**config.mk**
```make
export PLATFORM = sky130hd
export DESIGN_NAME = hires_color_artifact_decoder
export DESIGN_NICKNAME = d
export VERILOG_FILES = /design/src/hcad_pkg.sv /design/src/hcad_front.sv /design/src/hcad_queue.sv /design/src/hcad_back.sv /design/src/hires_color_artifact_decoder.sv
export SDC_FILE = /design/constraint.sdc
export NUM_CORES = 1
export LEC_CHECK = 0
export BUFFER_PORTS_ARGS = -buffer_cell sky130_fd_sc_hd__clkbuf_2
export CAP_MARGIN = 40
export CORE_AREA = 4 4 99 101
export CTS_BUF_LIST = sky130_fd_sc_hd__clkbuf_2 sky130_fd_sc_hd__clkbuf_4 sky130_fd_sc_hd__clkbuf_8
export DETAILED_ROUTE_END_ITERATION = 8
export DIE_AREA = 0 0 103 105
export PLACE_DENSITY_LB_ADDON = 0.08
export SETUP_SLACK_MARGIN = 0.15
export SKIP_LAST_GASP = 1
export SYNTH_ARGS = -nofsm -noshare
export SYNTH_HDL_FRONTEND = slang
export SYNTH_HIERARCHICAL = 1
export SYNTH_SLANG_ARGS = --single-unit
```
**constraint.sdc**
```tcl
create_clock -name i_clk -period 6.2 [get_ports i_clk]
set_input_delay 1.24 -clock i_clk [delete_from_list [all_inputs] [get_ports i_clk]]
set_output_delay 1.24 -clock i_clk [all_outputs]
set_load 0.01 [all_outputs]
```
**src/hcad_pkg.sv**
```systemverilog
`timescale 1ns / 1ps
// ----------------------------------------------------------------------------
// hcad_pkg
// Types, constants and the pixel colour function of the hi-res colour
// artifact decoder.
// ----------------------------------------------------------------------------
package hcad_pkg;

    localparam int unsigned BytesDots   = 7;
    localparam int unsigned PairPixels  = 2 * BytesDots;
    // d(-1) .. d(14)
    localparam int unsigned DotVecW     = PairPixels + 2;
    localparam int unsigned PixIdxW     = $clog2(PairPixels);
    localparam int unsigned QueueDepth  = 2;
    localparam int unsigned QueuePtrW   = $clog2(QueueDepth);
    localparam int unsigned QueueCntW   = $clog2(QueueDepth + 1);

    localparam logic [PixIdxW-1:0] LastPixIdx = PixIdxW'(PairPixels - 1);
    localparam logic [PixIdxW-1:0] FirstOwner2 = PixIdxW'(BytesDots);

    localparam int unsigned PaletteBit  = 7;

    localparam logic [2:0] ColBlack   = 3'd0;
    localparam logic [2:0] ColGreen   = 3'd1;
    localparam logic [2:0] ColPurple  = 3'd2;
    localparam logic [2:0] ColWhite   = 3'd3;
    localparam logic [2:0] PalOffset  = 3'd4;

    typedef struct packed {
        logic [7:0] first_byte;
        logic [7:0] second_byte;
        logic       following_bit;
        logic       row_start;
    } t_in_item;

    typedef struct packed {
        logic [2:0] pixel_color;
        logic       run_last;
    } t_out_item;

    // Classified pair: bit 0 is d(-1), bit 15 is d(14)
    typedef struct packed {
        logic [DotVecW-1:0] dots;
        logic [1:0]         palette;
    } t_job;

    typedef struct packed {
        logic push;
        logic full;
    } t_q_wr;

    typedef struct packed {
        logic pop;
        logic valid;
    } t_q_rd;

    // win[0] = dot before pair, win[1..2] = pair, win[3] = dot after pair
    function automatic logic [2:0] pixel_code(input logic [3:0] win,
                                              input logic       odd,
                                              input logic       pal);
        logic [2:0] code;
        logic       side;
        logic       ref_dot;
        begin
            side    = odd ? win[2] : win[1];
            ref_dot = odd ? win[3] : win[0];
            if (win[1] == win[2]) begin
                code = win[1] ? ColWhite : ColBlack;
            end else if (odd) begin
                if (side) code = ref_dot ? ColWhite : ColGreen;
                else      code = ref_dot ? ColPurple : ColBlack;
            end else begin
                if (ref_dot) code = side ? ColWhite : ColGreen;
                else         code = side ? ColPurple : ColBlack;
            end
            pixel_code = pal ? (code + PalOffset) : code;
        end
    endfunction

endpackage

```
**src/hcad_front.sv**
```systemverilog
`timescale 1ns / 1ps
// ----------------------------------------------------------------------------
// hcad_front
// Accepts byte pairs, builds the dot vector with the kept previous dot and
// pushes the classified pair into the queue.
// ----------------------------------------------------------------------------
module hcad_front (
    input  logic              i_clk,
    input  logic              i_rst_n,
    input  logic              i_in_valid,
    output logic              o_in_ready,
    input  hcad_pkg::t_in_item i_in_data,
    input  logic              i_q_full,
    output hcad_pkg::t_q_wr   o_q_wr,
    output hcad_pkg::t_job    o_job
);
    import hcad_pkg::*;

    logic r_prev_dot;
    logic n_prev_dot;
    logic prev_eff;
    logic push;

    assign o_in_ready = !i_q_full;
    assign push       = i_in_valid && !i_q_full;
    assign prev_eff   = i_in_data.row_start ? 1'b0 : r_prev_dot;

    assign o_job.dots    = {i_in_data.following_bit,
                            i_in_data.second_byte[BytesDots-1:0],
                            i_in_data.first_byte[BytesDots-1:0],
                            prev_eff};
    assign o_job.palette = {i_in_data.second_byte[PaletteBit],
                            i_in_data.first_byte[PaletteBit]};

    assign o_q_wr.push = push;
    assign o_q_wr.full = i_q_full;

    // d13 carries over to the next pair
    assign n_prev_dot = push ? i_in_data.second_byte[BytesDots-1] : r_prev_dot;

    always_ff @(posedge i_clk) begin
        if (!i_rst_n) begin
            r_prev_dot <= 1'b0;
        end else begin
            r_prev_dot <= n_prev_dot;
        end
    end

endmodule

```
**src/hcad_queue.sv**
```systemverilog
`timescale 1ns / 1ps
// ----------------------------------------------------------------------------
// hcad_queue
// Short FIFO of classified pairs between the front and the back.
// ----------------------------------------------------------------------------
module hcad_queue (
    input  logic            i_clk,
    input  logic            i_rst_n,
    input  hcad_pkg::t_q_wr i_wr,
    input  hcad_pkg::t_job  i_job,
    output logic            o_full,
    input  logic            i_pop,
    output hcad_pkg::t_q_rd o_rd,
    output hcad_pkg::t_job  o_job
);
    import hcad_pkg::*;

    t_job                 r_mem [QueueDepth];
    logic [QueuePtrW-1:0] r_wr_ptr;
    logic [QueuePtrW-1:0] r_rd_ptr;
    logic [QueueCntW-1:0] r_count;
    logic [QueuePtrW-1:0] n_wr_ptr;
    logic [QueuePtrW-1:0] n_rd_ptr;
    logic [QueueCntW-1:0] n_count;
    logic                 pop;

    assign o_full     = (r_count == QueueCntW'(QueueDepth));
    assign o_rd.valid = (r_count != '0);
    assign pop        = i_pop && o_rd.valid;
    assign o_rd.pop   = pop;
    assign o_job      = r_mem[r_rd_ptr];

    always_comb begin
        n_wr_ptr = r_wr_ptr;
        n_rd_ptr = r_rd_ptr;
        n_count  = r_count;
        if (i_wr.push) begin
            n_wr_ptr = (r_wr_ptr == QueuePtrW'(QueueDepth - 1)) ? '0 : r_wr_ptr + 1'b1;
        end
        if (pop) begin
            n_rd_ptr = (r_rd_ptr == QueuePtrW'(QueueDepth - 1)) ? '0 : r_rd_ptr + 1'b1;
        end
        if (i_wr.push && !pop) begin
            n_count = r_count + 1'b1;
        end else if (!i_wr.push && pop) begin
            n_count = r_count - 1'b1;
        end
    end

    always_ff @(posedge i_clk) begin
        if (!i_rst_n) begin
            r_wr_ptr <= '0;
            r_rd_ptr <= '0;
            r_count  <= '0;
        end else begin
            r_wr_ptr <= n_wr_ptr;
            r_rd_ptr <= n_rd_ptr;
            r_count  <= n_count;
        end
    end

    always_ff @(posedge i_clk) begin
        if (i_wr.push) begin
            r_mem[r_wr_ptr] <= i_job;
        end
    end

`ifndef SYNTHESIS
    a_count_range: assert property (@(posedge i_clk) disable iff (!i_rst_n)
        r_count <= QueueCntW'(QueueDepth))
        else $error("queue count beyond depth");

    a_no_push_full: assert property (@(posedge i_clk) disable iff (!i_rst_n)
        i_wr.push |-> !i_wr.full && !o_full)
        else $error("push into full queue");

    a_pop_count: assert property (@(posedge i_clk) disable iff (!i_rst_n)
        (pop && !i_wr.push) |=> r_count == $past(r_count) - 1'b1)
        else $error("queue count not reduced on pop");
`endif

endmodule

```
**src/hcad_back.sv**
```systemverilog
`timescale 1ns / 1ps
// ----------------------------------------------------------------------------
// hcad_back
// Walks one classified pair a pixel per cycle while the output is not
// stalled, and drives the registered output channel.
// ----------------------------------------------------------------------------
module hcad_back (
    input  logic               i_clk,
    input  logic               i_rst_n,
    input  hcad_pkg::t_q_rd    i_rd,
    input  hcad_pkg::t_job     i_job,
    output logic               o_pop,
    output logic               o_out_valid,
    input  logic               i_out_ready,
    output hcad_pkg::t_out_item o_out_data
);
    import hcad_pkg::*;

    t_job               r_cur;
    logic               r_busy;
    logic [PixIdxW-1:0] r_idx;
    logic               r_out_valid;
    t_out_item          r_out;

    logic               n_busy;
    logic [PixIdxW-1:0] n_idx;
    logic               adv;
    logic               emit;
    logic               last;
    logic               pop;
    logic [3:0]         win;
    logic               pal;

    assign adv  = !r_out_valid || i_out_ready;
    assign emit = adv && r_busy;
    assign last = (r_idx == LastPixIdx);
    assign pop  = i_rd.valid && (!r_busy || (emit && last));

    // pixel i uses dots d(2k-1)..d(2k+2), k = i/2
    assign win = r_cur.dots[{r_idx[PixIdxW-1:1], 1'b0} +: 4];
    assign pal = (r_idx < FirstOwner2) ? r_cur.palette[0] : r_cur.palette[1];

    always_comb begin
        n_busy = r_busy;
        n_idx  = r_idx;
        if (emit) begin
            n_idx = last ? '0 : r_idx + 1'b1;
            if (last) n_busy = 1'b0;
        end
        if (pop) begin
            n_busy = 1'b1;
        end
    end

    always_ff @(posedge i_clk) begin
        if (!i_rst_n) begin
            r_busy      <= 1'b0;
            r_idx       <= '0;
            r_out_valid <= 1'b0;
        end else begin
            r_busy <= n_busy;
            r_idx  <= n_idx;
            if (adv) begin
                r_out_valid <= r_busy;
            end
        end
    end

    always_ff @(posedge i_clk) begin
        if (pop) begin
            r_cur <= i_job;
        end
        if (emit) begin
            r_out.pixel_color <= pixel_code(win, r_idx[0], pal);
            r_out.run_last    <= last;
        end
    end

    assign o_pop       = pop;
    assign o_out_valid = r_out_valid;
    assign o_out_data  = r_out;

`ifndef SYNTHESIS
    a_idx_range: assert property (@(posedge i_clk) disable iff (!i_rst_n)
        r_idx <= LastPixIdx)
        else $error("pixel index out of range");

    a_idle_idx: assert property (@(posedge i_clk) disable iff (!i_rst_n)
        !r_busy |-> r_idx == '0)
        else $error("pixel index not at start while idle");

    a_last_tag: assert property (@(posedge i_clk) disable iff (!i_rst_n)
        emit |=> r_out.run_last == (r_idx == '0))
        else $error("run_last out of step with pixel index");
`endif

endmodule

```
**src/hires_color_artifact_decoder.sv**
```systemverilog
`timescale 1ns / 1ps
// ----------------------------------------------------------------------------
// hires_color_artifact_decoder
// Turns hi-res video byte pairs into fourteen colour codes each.
// ----------------------------------------------------------------------------
// Usage:
//   Input channel (i_in_valid / o_in_ready / i_in_data) takes one byte pair
//   per transaction, with bit 0 of the next byte and a row start flag.
//   Output channel (o_out_valid / i_out_ready / o_out_data) gives fourteen
//   transactions per pair, left to right; run_last marks the fourteenth.
//   Each pair passes the queue and the back end's pair register before
//   its pixels reach the output. Throughput: one pixel per clock from the
//   back end's pixel counter unless the receiver stalls. A two-entry queue
//   lets up to two pairs be taken ahead of the pixel stream; o_in_ready
//   drops only when it fills. The kept previous dot is updated as each
//   pair is taken. Reset (synchronous, active low) empties the queue, drops
//   any pixels in flight and clears the kept previous dot.
//   When the receiver stalls, the current pixel holds on the output and
//   the pixel walk pauses; input is still taken until the queue is full.
// ----------------------------------------------------------------------------
module hires_color_artifact_decoder (
    input  logic                i_clk,
    input  logic                i_rst_n,
    input  logic                i_in_valid,
    output logic                o_in_ready,
    input  hcad_pkg::t_in_item  i_in_data,
    output logic                o_out_valid,
    input  logic                i_out_ready,
    output hcad_pkg::t_out_item o_out_data
);
    import hcad_pkg::*;

    t_q_wr q_wr;
    t_q_rd q_rd;
    t_job  front_job;
    t_job  queue_job;
    logic  q_full;
    logic  back_pop;

    hcad_front u_front (
        .i_clk      (i_clk),
        .i_rst_n    (i_rst_n),
        .i_in_valid (i_in_valid),
        .o_in_ready (o_in_ready),
        .i_in_data  (i_in_data),
        .i_q_full   (q_full),
        .o_q_wr     (q_wr),
        .o_job      (front_job)
    );

    hcad_queue u_queue (
        .i_clk   (i_clk),
        .i_rst_n (i_rst_n),
        .i_wr    (q_wr),
        .i_job   (front_job),
        .o_full  (q_full),
        .i_pop   (back_pop),
        .o_rd    (q_rd),
        .o_job   (queue_job)
    );

    hcad_back u_back (
        .i_clk       (i_clk),
        .i_rst_n     (i_rst_n),
        .i_rd        (q_rd),
        .i_job       (queue_job),
        .o_pop       (back_pop),
        .o_out_valid (o_out_valid),
        .i_out_ready (i_out_ready),
        .o_out_data  (o_out_data)
    );

endmodule
```
==> results_dict.tcl, run 1 <==
set metrics [dict create \
    status "finished, final reports clean" \
    ir_drop_mv 0.165 \
    maxCapViolations 0 \
    setup_viol 0 \
    critical_path.slowest_cell "dfxtp_1" \
    drt-pass1-iter-count 4 \
    via_per_inst 4.62 \
    dieArea_um2 10800 \
    crit_fanout 18 \
    dr_wl_met2_um 2350 \
    ant_nets 0 \
    comb_power_share 0.225 \
    syn_nets 217 \
    power.leakage_uw 0.00118 \
    slew_violations 0 \
    numCtsBuffers 9 \
    endpoint_kind "flop" \
    post-route-min-period_ns 2.78 \
    io_pins 28 \
    routed-wl-met3_um 233 \
    cp.arrival_ns 3.06 \
    finalClockSkew_ns 0.00701 \
    place.gp.congestion 0.781 \
    core-area_um2 9020 \
    clock_latency_ns 0.34 \
    nets 233 \
    utilization 0.373 \
    antenna_found_initial 0 \
    clockRootBuffer "clkbuf_8" \
    highest_layer "met4" \
    ys_warn_count 6 \
    clock_sinks 70 \
    initial_utilization 0.334 \
    fmax_mhz 360 \
    fin_crit_sh 0.448 \
    worstPathCellList "nand3_1, o21ai_0, and2_1, o21ai_2, ha_1, or3_1, a21boi_1" \
    crit_required_ns 6.48 \
    crit_family "simple AND/OR/NAND/NOR gates" \
    initialDrtViolationCount 68 \
    grt_max_degree 20 \
    cts-resized-gates 0 \
    intPower_uw 1050 \
    clockPowerShare 0.280 \
    cts.clk_slew.worst_paths_ns 0.08 \
    routed_wl_um 4930 \
    rsz0062_at_grt "false" \
    min_path_type "flop to flop" \
    max_stage_delay_ns 0.80 \
    num_antenna_cells 0 \
    finalWorstSetupSlack_ns 3.42 \
    cts_buffer_depth 2 \
    io_buffer_count 27 \
    cts_htree_levels 3 \
    cts-hold-fix-buffers 0 \
    crit_type "flop to flop" \
    netlist_instances 194 \
    syn-cell-area_um2 3020 \
    switching_share 0.278 \
    postCtsSetupRepairBufs 0 \
    vias 1505 \
    sequentialPowerShare 0.495 \
    cts_tree "yes" \
    p_switching_uw 405 \
    rows 35 \
    preCtsSetupSlack_ns 3.11 \
    start_kind "flop" \
    crit_buf_inv 0 \
    chipWidth_um 103 \
    fp.dieH_um 105 \
    gr-total-overflow 0 \
    drive_gt1_frac 0.302 \
    wl_met1_um 2160 \
    detailed_place_hpwl_um 3340 \
    grt_first_pass_wirelength_um 8200 \
    drc 0 \
    track_usage 0.103 \
    area_growth_pct 11.4 \
    grt_pass1_vias 1587 \
    worstMarginPinSlew_ns 0.727 \
    slew_headroom 0.515 \
    final.setup.tns_ns 0 \
    syn_avg_cell_area_um2 15.5 \
    p_per_area_nw_per_um2 434 \
    finalHoldViolations 0 \
    wl_per_cell_um 15.1 \
]
-- layout by cell type (no fill, tap or decap), types with 2 or more instances in the layout --
cell	instances
o21ai_0	3
a21boi_0	3
mux2_1	10
nand3_1	2
clkinv_2	2
nor2_1	2
nand2_1	4
a22oi_1	3
mux2i_1	12
bufinv_16	2
nor2b_1	9
inv_1	3
clkbuf_2	27
buf_6	2
mux4_2	2
mux2_2	10
clkinvlp_4	2
xnor2_1	3
nand2b_1	2
clkbuf_8	10
and2_1	7
o21a_1	2
edfxtp_1	58
dfxtp_1	12
nand3b_1	2
-- state kept, by name (all words and copies together), names as in the netlist, named ones only --
| name | flops |
|---|---|
| u_queue/r_rd_ptr | 1 |
| u_front/r_prev_dot | 1 |
| u_queue/r_count | 2 |
| u_back/r_idx | 4 |
| u_queue/r_mem | 36 |
| u_back/r_cur | 18 |
| u_queue/r_wr_ptr | 1 |
| u_back/o_out_data | 4 |
| u_back/o_out_valid | 1 |
| u_back/r_busy | 1 |
-- final timing paths --
| path | cells after the start | slack, ns | to | start |
|---|---|---|---|---|
| max | 7 | 3.42 | u_queue/r_count[1]$_SDFFE_PN0P_ | u_back/r_idx[2]$_SDFFE_PN0N_ |
| max reg2reg | 7 | 3.42 | u_queue/r_count[1]$_SDFFE_PN0P_ | u_back/r_idx[2]$_SDFFE_PN0N_ |
| min reg2reg | 2 | 0.48 | u_front/r_prev_dot$_SDFFE_PN0P_ | u_front/r_prev_dot$_SDFFE_PN0P_ |
| min | 2 | 0.48 | u_front/r_prev_dot$_SDFFE_PN0P_ | u_front/r_prev_dot$_SDFFE_PN0P_ |
-- metal layers --
metal	up-vias	global-route usage
li1	740	-
met1	722	0.126
met2	29	0.153
met3	14	0.0374
met4	0	0.0592
met5	-	0
-- layout make-up --
| cell class | instances | area, um2 |
|---|---|---|
| Clock inverter | 6 | 85.1 |
| Tap cell | 111 | 139 |
| Clock buffer | 10 | 138 |
| Timing Repair Buffer | 31 | 180 |
| Multi-Input combinational cell | 95 | 827 |
| Sequential cell | 70 | 1980 |
| Fill cell | 867 | 5660 |
| Inverter | 3 | 11.3 |
-- worst register-to-register path: stages, from the launching register on --
cell and delay [ns]:
dfxtp_1 0.80, nand3_1 0.22, o21ai_0 0.26, and2_1 0.45, o21ai_2 0.14, ha_1 0.34, or3_1 0.36, a21boi_1 0.14
-- through the flow --
stage / power (uW) / hold slack, ns / cells / cell area, um2
CTS: 1480 / 0.484 / 325 / 3350
global route: 1550 / 0.495 / 326 / 3360
finish: 1460 / 0.480 / 326 / 3360
detailed placement: 1070 / 0.471 / 309 / 3130
floorplan: 963 / 0.430 / 194 / 3020
global placement: 1030 / 0.445 / 307 / 3100
-- power groups by stage --
| stage | Sequential (uW) | Clock [uW] | Combinational [uW] |
|---|---|---|---|
| final | 721 | 408 | 329 |
| after floorplan | 707 | 0 | 256 |
| after CTS | 725 | 419 | 334 |
| after detailed placement | 735 | 0 | 332 |
| after global routing | 736 | 437 | 374 |
| after global placement | 748 | 0 | 286 |
Note: power is estimated with default switching activity, not from simulation.
==> run 2, diff against run 1 <==
==> constraint.sdc (replaced) <==
create_clock -name i_clk -period 2.5 [get_ports i_clk]
set_input_delay 0.5 -clock i_clk [delete_from_list [all_inputs] [get_ports i_clk]]
set_output_delay 0.5 -clock i_clk [all_outputs]
set_load 0.01 [all_outputs]
==> run 2 against run 1 <==
  * Clock power increased by 140%
  * Total power up 150%
  * Largest power group unchanged
  * Largest cell class unchanged
  * Count of clock-buffer cells in the layout stayed put
==> results_dict.tcl, run 2 (synthesized netlist as in run 1, its figures left out) <==
set metrics [dict create \
    postLayoutCellArea_um2 3350 \
    grt_pass1_vias 1630 \
    initial_utilization 0.334 \
    ir_drop_mv 0.299 \
    rsz0062_at_grt "false" \
    p_per_area_nw_per_um2 1070 \
    nets 235 \
    fin_crit_sh 0.865 \
    cts-hold-fix-buffers 0 \
    layout_common_cells "edfxtp_1, clkbuf_2, mux2i_1, dfxtp_1" \
    cts_tree "yes" \
    hold_ws_ns 0.348 \
    largest_register_ffs 36 \
    rows 35 \
    drt-pass1-iter-count 4 \
    grt_first_pass_wirelength_um 8400 \
    numCtsBuffers 9 \
    top_regs "u_queue/r_mem (36), u_back/r_cur (18)" \
    finalClockSkew_ns 0.00957 \
    area_growth_pct 11.1 \
    setup_viol 0 \
    cts_buffer_depth 2 \
    worstPathCellList "nor2b_1, nand3_1, o21ai_0, and2_4, o21ai_2, ha_1, xor2_1, or3_1, a21boi_1" \
    io_pins 28 \
    slew_headroom 0.701 \
    chipWidth_um 103 \
    initialDrtViolationCount 55 \
    cts_htree_levels 3 \
    worstMarginPinSlew_ns 0.449 \
    min_path_type "input port to flop" \
    maxCapViolations 0 \
    postCtsSetupRepairBufs 0 \
    placed_area_um2 3140 \
    place.gp.congestion 0.762 \
    start_kind "flop" \
    crit_fanout 11 \
    cp.arrival_ns 2.43 \
    clock_latency_ns 0.34 \
    io_buffer_count 27 \
    post-route-min-period_ns 2.16 \
    cts-resized-gates 0 \
    detailed_place_hpwl_um 3550 \
    max_stage_delay_ns 0.44 \
    dp.cells 312 \
    vias 1508 \
    largest-register "u_queue/r_mem" \
    gr-total-overflow 0 \
    drive_gt1_frac 0.304 \
    num_antenna_cells 0 \
    drc 0 \
    power.leakage_uw 0.00119 \
    fin_cells 328 \
    ant_nets 0 \
    power_uw 3570 \
    via_per_inst 4.60 \
    critical_path.slowest_cell "dfxtp_2" \
    crit_type "flop to flop" \
    finalHoldViolations 0 \
    endpoint_kind "flop" \
    dieArea_um2 10800 \
    final.setup.tns_ns 0 \
    clockRootBuffer "clkbuf_8" \
    wl_per_cell_um 15.8 \
    core-area_um2 9020 \
    clock_sinks 70 \
    fp.dieH_um 105 \
    fmax_mhz 462 \
    cts.clk_slew.worst_paths_ns 0.07 \
    grt_max_degree 19 \
    slew_violations 0 \
    crit_required_ns 2.77 \
    mostFrequentLayoutCell "edfxtp_1" \
    status "finished, final reports clean" \
    antenna_found_initial 0 \
    track_usage 0.105 \
    routed_wl_um 5170 \
]
[run 2: worst paths after layout]
kind	endpoint	cells after the start	from	slack, ns
worst max-delay path	u_queue/r_count[1]$_SDFFE_PN0P_	9	u_back/r_idx[3]$_SDFFE_PN0N_	0.34
worst min-delay path	u_queue/r_mem[1][12]$_DFFE_PP_	1	i_in_data[4]	0.35
worst min register to register	u_front/r_prev_dot$_SDFFE_PN0P_	2	u_front/r_prev_dot$_SDFFE_PN0P_	0.48
worst max register to register	u_queue/r_count[1]$_SDFFE_PN0P_	9	u_back/r_idx[3]$_SDFFE_PN0N_	0.34
[run 2: critical path, delay by kind of cell, from the launching register on]
family          cells  cell delay [ns]
flops               1             0.44
fa+ha+maj           1             0.20
xor+xnor            1             0.16
simple gates        4             0.84
compound gates      3             0.46
[run 2: metrics by stage]
stage	utilization	setup slack (ns)
6_report	0.371	0.337
3_3_place_gp	0.348	0.351
4_1_cts	0.371	0.207
2_1_floorplan	-	0.231
5_1_grt	0.371	0.157
3_5_place_dp	0.348	0.225
[run 2: metal layers]
metal  vias up  GRT usage  wire [um]
met4         0     0.0555        103
met3         9     0.0267        187
met5         -          0          0
li1        739          -          -
met2        24      0.165       2610
met1       736      0.131       2270
[run 2: cell type report]
class | instances | area [um2]
Clock buffer | 10 | 131
Sequential cell | 70 | 1980
Fill cell | 848 | 5670
Multi-Input combinational cell | 95 | 830
Tap cell | 111 | 139
Timing Repair Buffer | 33 | 180
Inverter | 3 | 11.3
Clock inverter | 6 | 76.3
[run 2: power by group]
group	switching, uW	total [uW]	internal, uW
Sequential	136	1780	1640
Clock	398	959	561
Combinational	453	837	384
Total	987	3570	2590
==> run 3, diff against run 2 <==
==> constraint.sdc (replaced) <==
create_clock -name i_clk -period 2 [get_ports i_clk]
set_input_delay 0.4 -clock i_clk [delete_from_list [all_inputs] [get_ports i_clk]]
set_output_delay 0.4 -clock i_clk [all_outputs]
set_load 0.01 [all_outputs]
==> run 3 against run 2 <==
  * Total power up 25%
  * Cell count is 0.61% higher
  * Sequential power grew 24%
  * Global-route usage decreased by 0.66 points
  * Largest cell class unchanged
  * Non-clock buffer count is 2 higher
  * Combinational power grew 29%
  * Critical path depth is the same
  * Clock skew decreased by 0.0020 ns
  * Hold slack got worse by 0.11 ns
  * Wire length decreased by 4.9%
  * Via count up 1.6%
  * Register-to-register slack lost 0.09 ns
==> results_dict.tcl, run 3 (synthesized netlist as in run 1, its figures left out) <==
set metrics [dict create \
    status "finished, final reports clean" \
    hold_ws_ns 0.241 \
    largest_register_ffs 36 \
    final.setup.tns_ns 0 \
    top_regs "u_queue/r_mem (36), u_back/r_cur (18)" \
    crit_top_cell "o21ai_2" \
    fp.dieH_um 105 \
    maxCapViolations 0 \
    crit_required_ns 2.28 \
    routed_wl_um 4910 \
    initialDrtViolationCount 52 \
    regToRegSetupSlack_ns 0.24 \
    p_per_area_nw_per_um2 1320 \
    gr-total-overflow 0 \
    rows 35 \
    postCtsSetupRepairBufs 0 \
    fin_crit_sh 0.878 \
    core-area_um2 9020 \
    cp-startpoint "u_back/r_idx[1]$_SDFFE_PN0N_" \
    cts.clk_slew.worst_paths_ns 0.07 \
    reg2reg_to "u_queue/r_count[1]$_SDFFE_PN0P_" \
    finalHoldViolations 0 \
    preCtsSetupSlack_ns 0.171 \
    io_buffer_count 27 \
    grt_max_degree 20 \
    postLayoutCellArea_um2 3400 \
    initial_utilization 0.334 \
    detailed_place_hpwl_um 3300 \
    via_per_inst 4.64 \
    start_kind "flop" \
    clock_sinks 70 \
    setup_viol 0 \
    track_usage 0.0986 \
    grt_pass1_vias 1528 \
    antenna_found_initial 0 \
    ant_nets 0 \
    drc 0 \
    crit_type "flop to flop" \
    crit_end "u_queue/r_count[1]$_SDFFE_PN0P_" \
    grt_first_pass_wirelength_um 7770 \
    min_path_type "input port to flop" \
    ir_drop_mv 0.450 \
    chipWidth_um 103 \
    worstMarginPinSlew_ns 0.463 \
    slew_violations 0 \
    dieArea_um2 10800 \
    finalWorstSetupSlack_ns 0.245 \
    nets 237 \
    fmax_mhz 570 \
    reg2reg_depth 9 \
    cts_tree "yes" \
    utilization 0.377 \
    max_stage_delay_ns 0.37 \
    r2r-start "u_back/r_idx[1]$_SDFFE_PN0N_" \
    post-route-min-period_ns 1.76 \
    finalClockSkew_ns 0.00760 \
    num_antenna_cells 0 \
    critical_path.slowest_cell "dfxtp_4" \
    drive_gt1_frac 0.347 \
    area_growth_pct 12.6 \
    clock_latency_ns 0.34 \
    vias 1532 \
    mostFrequentLayoutCell "edfxtp_1" \
    crit_fanout 4 \
    largest-register "u_queue/r_mem" \
    cts_buffer_depth 2 \
    numCtsBuffers 9 \
    drt-pass1-iter-count 4 \
    endpoint_kind "flop" \
    wl_per_cell_um 14.9 \
    clockRootBuffer "clkbuf_8" \
    power.leakage_uw 0.00120 \
    place.gp.congestion 0.761 \
    worstPathCellList "nor2b_4, nand3_2, o21ai_2, and2_4, o21ai_2, ha_2, xor2_1, or3_1, a21boi_1" \
    placed_area_um2 3180 \
    layout_common_cells "edfxtp_1, clkbuf_2, mux2i_1, mux2_2, mux2_1" \
    cts_htree_levels 3 \
    io_pins 28 \
    cts-hold-fix-buffers 0 \
    rsz0062_at_grt "true" \
    cp.arrival_ns 2.03 \
    slew_headroom 0.691 \
]
==> run 3: critical path, delay by kind of cell (launching register included) <==
| family | cells | cell delay, ns |
|---|---|---|
| and+or+nand+nor | 4 | 0.67 |
| DFF | 1 | 0.37 |
| AOI/OAI and AO/OA | 3 | 0.32 |
| adders and majority gates | 1 | 0.17 |
| xor gates and xnor gates | 1 | 0.15 |
==> run 3: area by class of cell <==
cell class                 count  area (um2)
inverter                       3        11.3
multi-input combinational     95         856
sequential                    70        1990
tap                          111         139
clock inverter                 6        76.3
timing repair buffer          35         195
clock buffer                  10         131
fill                         860        5620
==> run 3: power by group <==
part | total [uW] | internal [uW] | switching (uW)
Sequential | 2200 | 2050 | 152
Combinational | 1080 | 497 | 579
Clock | 1200 | 701 | 495
Total | 4470 | 3250 | 1230
==> run 3: worst min-delay path by stage <==
stage,from,end,slack [ns],depth (start not counted)
finish,i_in_data[7],u_queue/r_mem[1][15]$_DFFE_PP_,0.24,1
global route,i_in_data[7],u_queue/r_mem[0][15]$_DFFE_PP_,0.22,1
global placement,u_front/r_prev_dot$_SDFFE_PN0P_,u_front/r_prev_dot$_SDFFE_PN0P_,0.45,2
detailed placement,u_front/r_prev_dot$_SDFFE_PN0P_,u_front/r_prev_dot$_SDFFE_PN0P_,0.45,2
CTS,i_in_data[7],u_queue/r_mem[1][15]$_DFFE_PP_,0.22,1
floorplan,u_front/r_prev_dot$_SDFFE_PN0P_,u_front/r_prev_dot$_SDFFE_PN0P_,0.43,2
==> run 3: layer usage <==
layer / track usage / wire length (um)
met1: 0.120 / 2110
met2: 0.150 / 2410
met3: 0.0300 / 264
met4: 0.0611 / 131
met5: 0 / 0
==> run 3: what timing repair did <==
item	CTS	global route
endpoints found under the hold margin	0	0
setup endpoints to repair	0	2
resized for setup	0	4
==> run 3: stage by stage <==
step           total power, uW  instances
2_1_floorplan             3010        194
3_3_place_gp              3270        314
3_5_place_dp              3330        314
4_1_cts                   4550        330
5_1_grt                   4730        330
6_report                  4470        330
